<file path="config.mk">
export PLATFORM = sky130hd
export DESIGN_NAME = lstt_ctrl
export DESIGN_NICKNAME = d
export VERILOG_FILES = /design/src/lstt_pkg.sv /design/src/lstt_ctrl.sv
export SDC_FILE = /design/constraint.sdc
export NUM_CORES = 1
export LEC_CHECK = 0
export ABC_AREA = 0
export BUFFER_PORTS_ARGS = -buffer_cell sky130_fd_sc_hd__buf_4
export CAP_MARGIN = 20
export CORE_AREA = 2 2 39 41
export DETAILED_ROUTE_END_ITERATION = 12
export DIE_AREA = 0 0 41 43
export GPL_ROUTABILITY_DRIVEN = 0
export PLACE_DENSITY = 0.38
export SYNTH_ARGS = -nofsm -noshare
export SYNTH_HDL_FRONTEND = slang
export SYNTH_SLANG_ARGS = --single-unit
</file>
<file path="constraint.sdc">
create_clock -name clk_i -period 1.2 [get_ports clk_i]
set_input_delay 0.3 -clock clk_i [delete_from_list [all_inputs] [get_ports clk_i]]
set_output_delay 0.3 -clock clk_i [all_outputs]
set_load 0.05 [all_outputs]
</file>
<file path="src/lstt_pkg.sv">
// lstt_pkg: shared widths, defaults and controller/datapath interface types
// for the lru setter tracking table; no dependencies
`timescale 1ns / 1ps
`default_nettype none
package lstt_pkg;

  localparam int TableEntriesDef = 64;
  localparam int PidW            = 22;
  localparam int StartW          = 64;
  localparam int TickW           = 32;
  localparam int CountW          = 32;
  localparam int SlotW           = 6;
  localparam int KeyW            = PidW + StartW;
  localparam int DataW           = CountW + TickW;

  typedef struct packed {
    logic load;
    logic scan_clr;
    logic search;
    logic decide;
    logic age;
    logic update;
  } lstt_cmd_t;

  typedef struct packed {
    logic scan_done;
    logic out_free;
  } lstt_status_t;

endpackage
`default_nettype wire

</file>
<file path="src/lstt_ctrl.sv">
// lstt_ctrl: sequencer for search, decide, aging and update of one touch
// depends on lstt_pkg
`timescale 1ns / 1ps
`default_nettype none
module lstt_ctrl
  import lstt_pkg::*;
(
  input  wire logic         clk_i,
  input  wire logic         rst_ni,
  input  wire logic         in_valid_i,
  output logic              in_stall_o,
  input  wire lstt_status_t status_i,
  output lstt_cmd_t         cmd_o
);

  localparam logic [2:0] StIdle   = 3'd0;
  localparam logic [2:0] StSearch = 3'd1;
  localparam logic [2:0] StDecide = 3'd2;
  localparam logic [2:0] StAge    = 3'd3;
  localparam logic [2:0] StUpdate = 3'd4;

  logic [2:0] state_q, state_d;

  always_comb begin
    state_d = state_q;
    cmd_o   = '0;
    case (state_q)
      StIdle: begin
        if (in_valid_i) begin
          cmd_o.load     = 1'b1;
          cmd_o.scan_clr = 1'b1;
          state_d        = StSearch;
        end
      end
      StSearch: begin
        cmd_o.search = 1'b1;
        if (status_i.scan_done) state_d = StDecide;
      end
      StDecide: begin
        cmd_o.decide   = 1'b1;
        cmd_o.scan_clr = 1'b1;
        state_d        = StAge;
      end
      StAge: begin
        cmd_o.age = 1'b1;
        if (status_i.scan_done) state_d = StUpdate;
      end
      StUpdate: begin
        if (status_i.out_free) begin
          cmd_o.update = 1'b1;
          state_d      = StIdle;
        end
      end
      default: state_d = StIdle;
    endcase
  end

  always_ff @(posedge clk_i or negedge rst_ni) begin
    if (!rst_ni) begin
      state_q <= StIdle;
    end else begin
      state_q <= state_d;
    end
  end

  assign in_stall_o = (state_q != StIdle);

endmodule
`default_nettype wire

</file>
Word-level counts from Yosys, hierarchy flattened:

Index checks and enable logic that the tools add are counted.

* flip-flop bits (word level): 3
* input port bits: 5
* output and inout bits: 7
* logic and storage cells: 25

* eq/ne operators: 8
* mux-type cells: 13
* reductions and logical operators: 3

Operators by type and width (number)
* $pmux W3 S5: 1
* $mux W3: 4
* $ne A2 B2 Y1 const B: 4
* $eq A3 B2 Y1 const B: 2
* $mux W1: 6
* $reduce_and A4 Y1: 1
* $eq A3 B1 Y1 const B: 1
* $eq A3 B3 Y1 const B: 1
* $logic_not A3 Y1: 1
* $reduce_bool A3 Y1: 1
* $mux W2: 1
* $pmux W1 S2: 1

Logic depth before layout (Yosys ltp):

* depth in word-level cells: 3
* gate-level depth with buffers: 4
* depth with buffers taken out: 2

Least setup slack after synthesis:

Ideal clock, no wire load.

* path kind: flip-flop to output port
* start: register state_q[0]
* end: output port cmd_o[5] in the netlist's numbering
* data arrival time: 1.800 ns
* data required time: 0.900 ns
* setup slack: -0.900 ns
* stages on the path, launching flop included: 4
* buffers on the path: 1
* cells stage by stage: dfrtp_1 > buf_6 > or3_1 > nor2_1

RTL lines
* start: declaration: line lstt_ctrl.sv:22 `logic [2:0] state_q, state_d;`
* start signal: assignment: line lstt_ctrl.sv:60 `state_q <= StIdle;`
* start signal: assignment: line lstt_ctrl.sv:62 `state_q <= state_d;`
* end: declaration: line lstt_ctrl.sv:13 `output lstt_cmd_t cmd_o`

==> flow_summary.toml <==
[run_status]
status = "finished with violations"
violations = "negative setup slack"

[logic_synthesis]
synth_top_area_share_pct = 37.0
async_reset_ff_share_pct = 100
synthTopCellsByCount = "4 x nor2_1, 4 x nor3_1, 3 x dfrtp_1"
synthFlopType = "dfrtp_1"
yosys-top-cells-area = "dfrtp_1 37%, nor3_1 9.9%, nor2_1 7.4%, or4b_4 6.8%, buf_6 5.6%"
synth_warnings = 0
synth_edf_count = 0
synth_seq_cells = 3
syn_area_um2 = 203
synth_nets = 29
synth_cells = 24
avgSynthCellArea_um2 = 8.45
yosysTopAreaCell = "dfrtp_1"
yosysSeqAreaShare_pct = 37.0
synth.distinct_cells = 14

[final_layout]
design_area_um2 = 473
regMostFlops = "state_q"
nets = 49
diodes = 0
regArea_um2 = 76.3
syn_to_final_growth_pct = 133
layout-drive-gt1-share_pct = 76.7
largest_reg_flops = 3
fillers = 161
multi_input_area_um2 = 173
largestRegisters = "state_q (3)"

[setup_path]
critical_path_arrival_ns = 1.27
crit_path_start = "state_q[0]$_DFFE_PN0P_"
start_kind = "register"
crit_required_ns = 0.90
path_max_fanout = 2
path_class = "register to output pin"
r2r-start = "state_q[1]$_DFFE_PN0P_"
critical_path.endpoint_type = "output pin"
slowest_stage = "or3_4"
critPathMaxStageDelay_ns = 0.41
path_cells = "or3_4, nor2_4, buf_8"

[detailed_routing]
wl_per_cell_um = 10.0
first_pass_iters = 2
drc = 0
vias = 236
drt-initial-drc-count = 5
avgViaCountPerCell = 4.00
antenna_left = 0
routed_wl_um = 591

[grt]
track_usage_pct = 9.56
antenna_found_initial = 0
grt_pass1_wl_um = 1060
grt_max_degree = 9
gr-total-overflow = 0
grt_pass1_vias = 277

[floorplanning]
core_region_area_mm2 = 0.00138
rows = 14
die_h_um = 43
ios = 12
fp.dieW_um = 41
dieArea_mm2 = 0.00176
initial_core_util_pct = 14.6

[clock_tree]
clock_path_buffers = 2
numCtsBuffers = 3
cts_sinks = 3
post_cts_buffers = 0
clock_latency_ns = 0.23
cts_tree = "done"
clkSlewWorstSetupHoldPaths_ns = 0.04
h-tree-depth = 1
cts_root_buf = "clkbuf_4"

[placement]
dpl.hpwl_um = 421
pre_cts_ws_ns = -0.173
portBuffers = 11
placed_area_um2 = 360

[sta]
report.final.hold_viol_count = 0
setup_slack_ns = -0.368
setup_viol = 8
fmax_ghz = 0.638
hold_ws_ns = 0.253
relSlewSlack_pct = 87.9
min_period_ns = 1.57
finalClockSkew_ns = 0.00118
fin_crit_sh_pct = 131
grt_setup_unrepaired = "true"
tightest_slew_ns = 0.180
finalMaxSlewViolations = 0

[hold_path]
hold_path.startpoint = "status_i[1]"
min-delay-path-class = "primary input to register"

[job]
max-cap-violations = 0
## path summary, 6_finish.rpt
check	slack (ns)	cells after the start	endpoint
min	0.25	2	state_q[0]$_DFFE_PN0P_
max in group asynchronous	0.70	2	state_q[1]$_DFFE_PN0P_
min reg2reg	0.59	2	state_q[0]$_DFFE_PN0P_
min in group asynchronous	0.40	2	state_q[1]$_DFFE_PN0P_
max	-0.37	3	cmd_o[5]
max reg2reg	-0.02	3	state_q[2]$_DFFE_PN0P_
## worst max-delay path: cells and delay by family, from the launching register on
kind          cells  cell delay [ns]
simple gates      2             0.51
flops             1             0.38
buf+inv           1             0.15
## cells by family after synthesis
kind of cell    count (synthesis)  share of synthesized area (%)
buf+inv                         4                           13.0
simple gates                   14                           37.0
flops                           3                           37.0
mux                             1                           4.94
compound gates                  2                           8.03
## what timing repair did
item / 4_1_cts / 5_1_grt
pin swaps: 3 / 3
hold buffers: 1 / 0
endpoints found under the hold margin: 3 / 0
endpoints found under the setup margin: 8 / 8
gates resized for setup: 13 / 6
## layout make-up
class,count,share of cell area [%]
clock buffer,4,5.56
inverter,2,2.12
multi-input combinational,17,36.5
sequential,3,16.1
tap,16,4.23
timing repair buffer,17,35.4
## cell usage in the layout (no fill, tap or decap)
cell type      count
buf_4              8
dfrtp_1            2
or4b_4             1
dfrtp_2            1
nor2_2             1
nor3_4             3
or3_4              1
inv_4              1
nor3_1             1
buf_8              2
clkbuf_4           3
nand2_1            2
clkbuf_1           1
o21ai_2            1
a211oi_1           1
nand2b_4           1
or2_2              1
inv_1              1
dlygate4sd3_1      1
buf_6              6
mux2i_1            1
nor2_4             3
## stage by stage
stage	instances	util, %	setup TNS (ns)
detailed placement	54	26.0	-0.638
finish	59	34.2	-1.98
CTS	59	32.7	-2.18
global route	59	34.2	-2.40
global placement	54	26.0	-0.592
floorplan	24	-	-1.26
## metal layers
metal  routed length [µm]  global-route usage (%)  up-vias
li1                     -                       -      120
met1                  215                    10.7      108
met2                  347                    11.9        8
met3                   28                    3.14        0
met4                    0                    12.0        0
met5                    0                       0        -
Power is not shown: default switching activity piles up to over one toggle a cycle in this logic, so the estimate is an artifact.
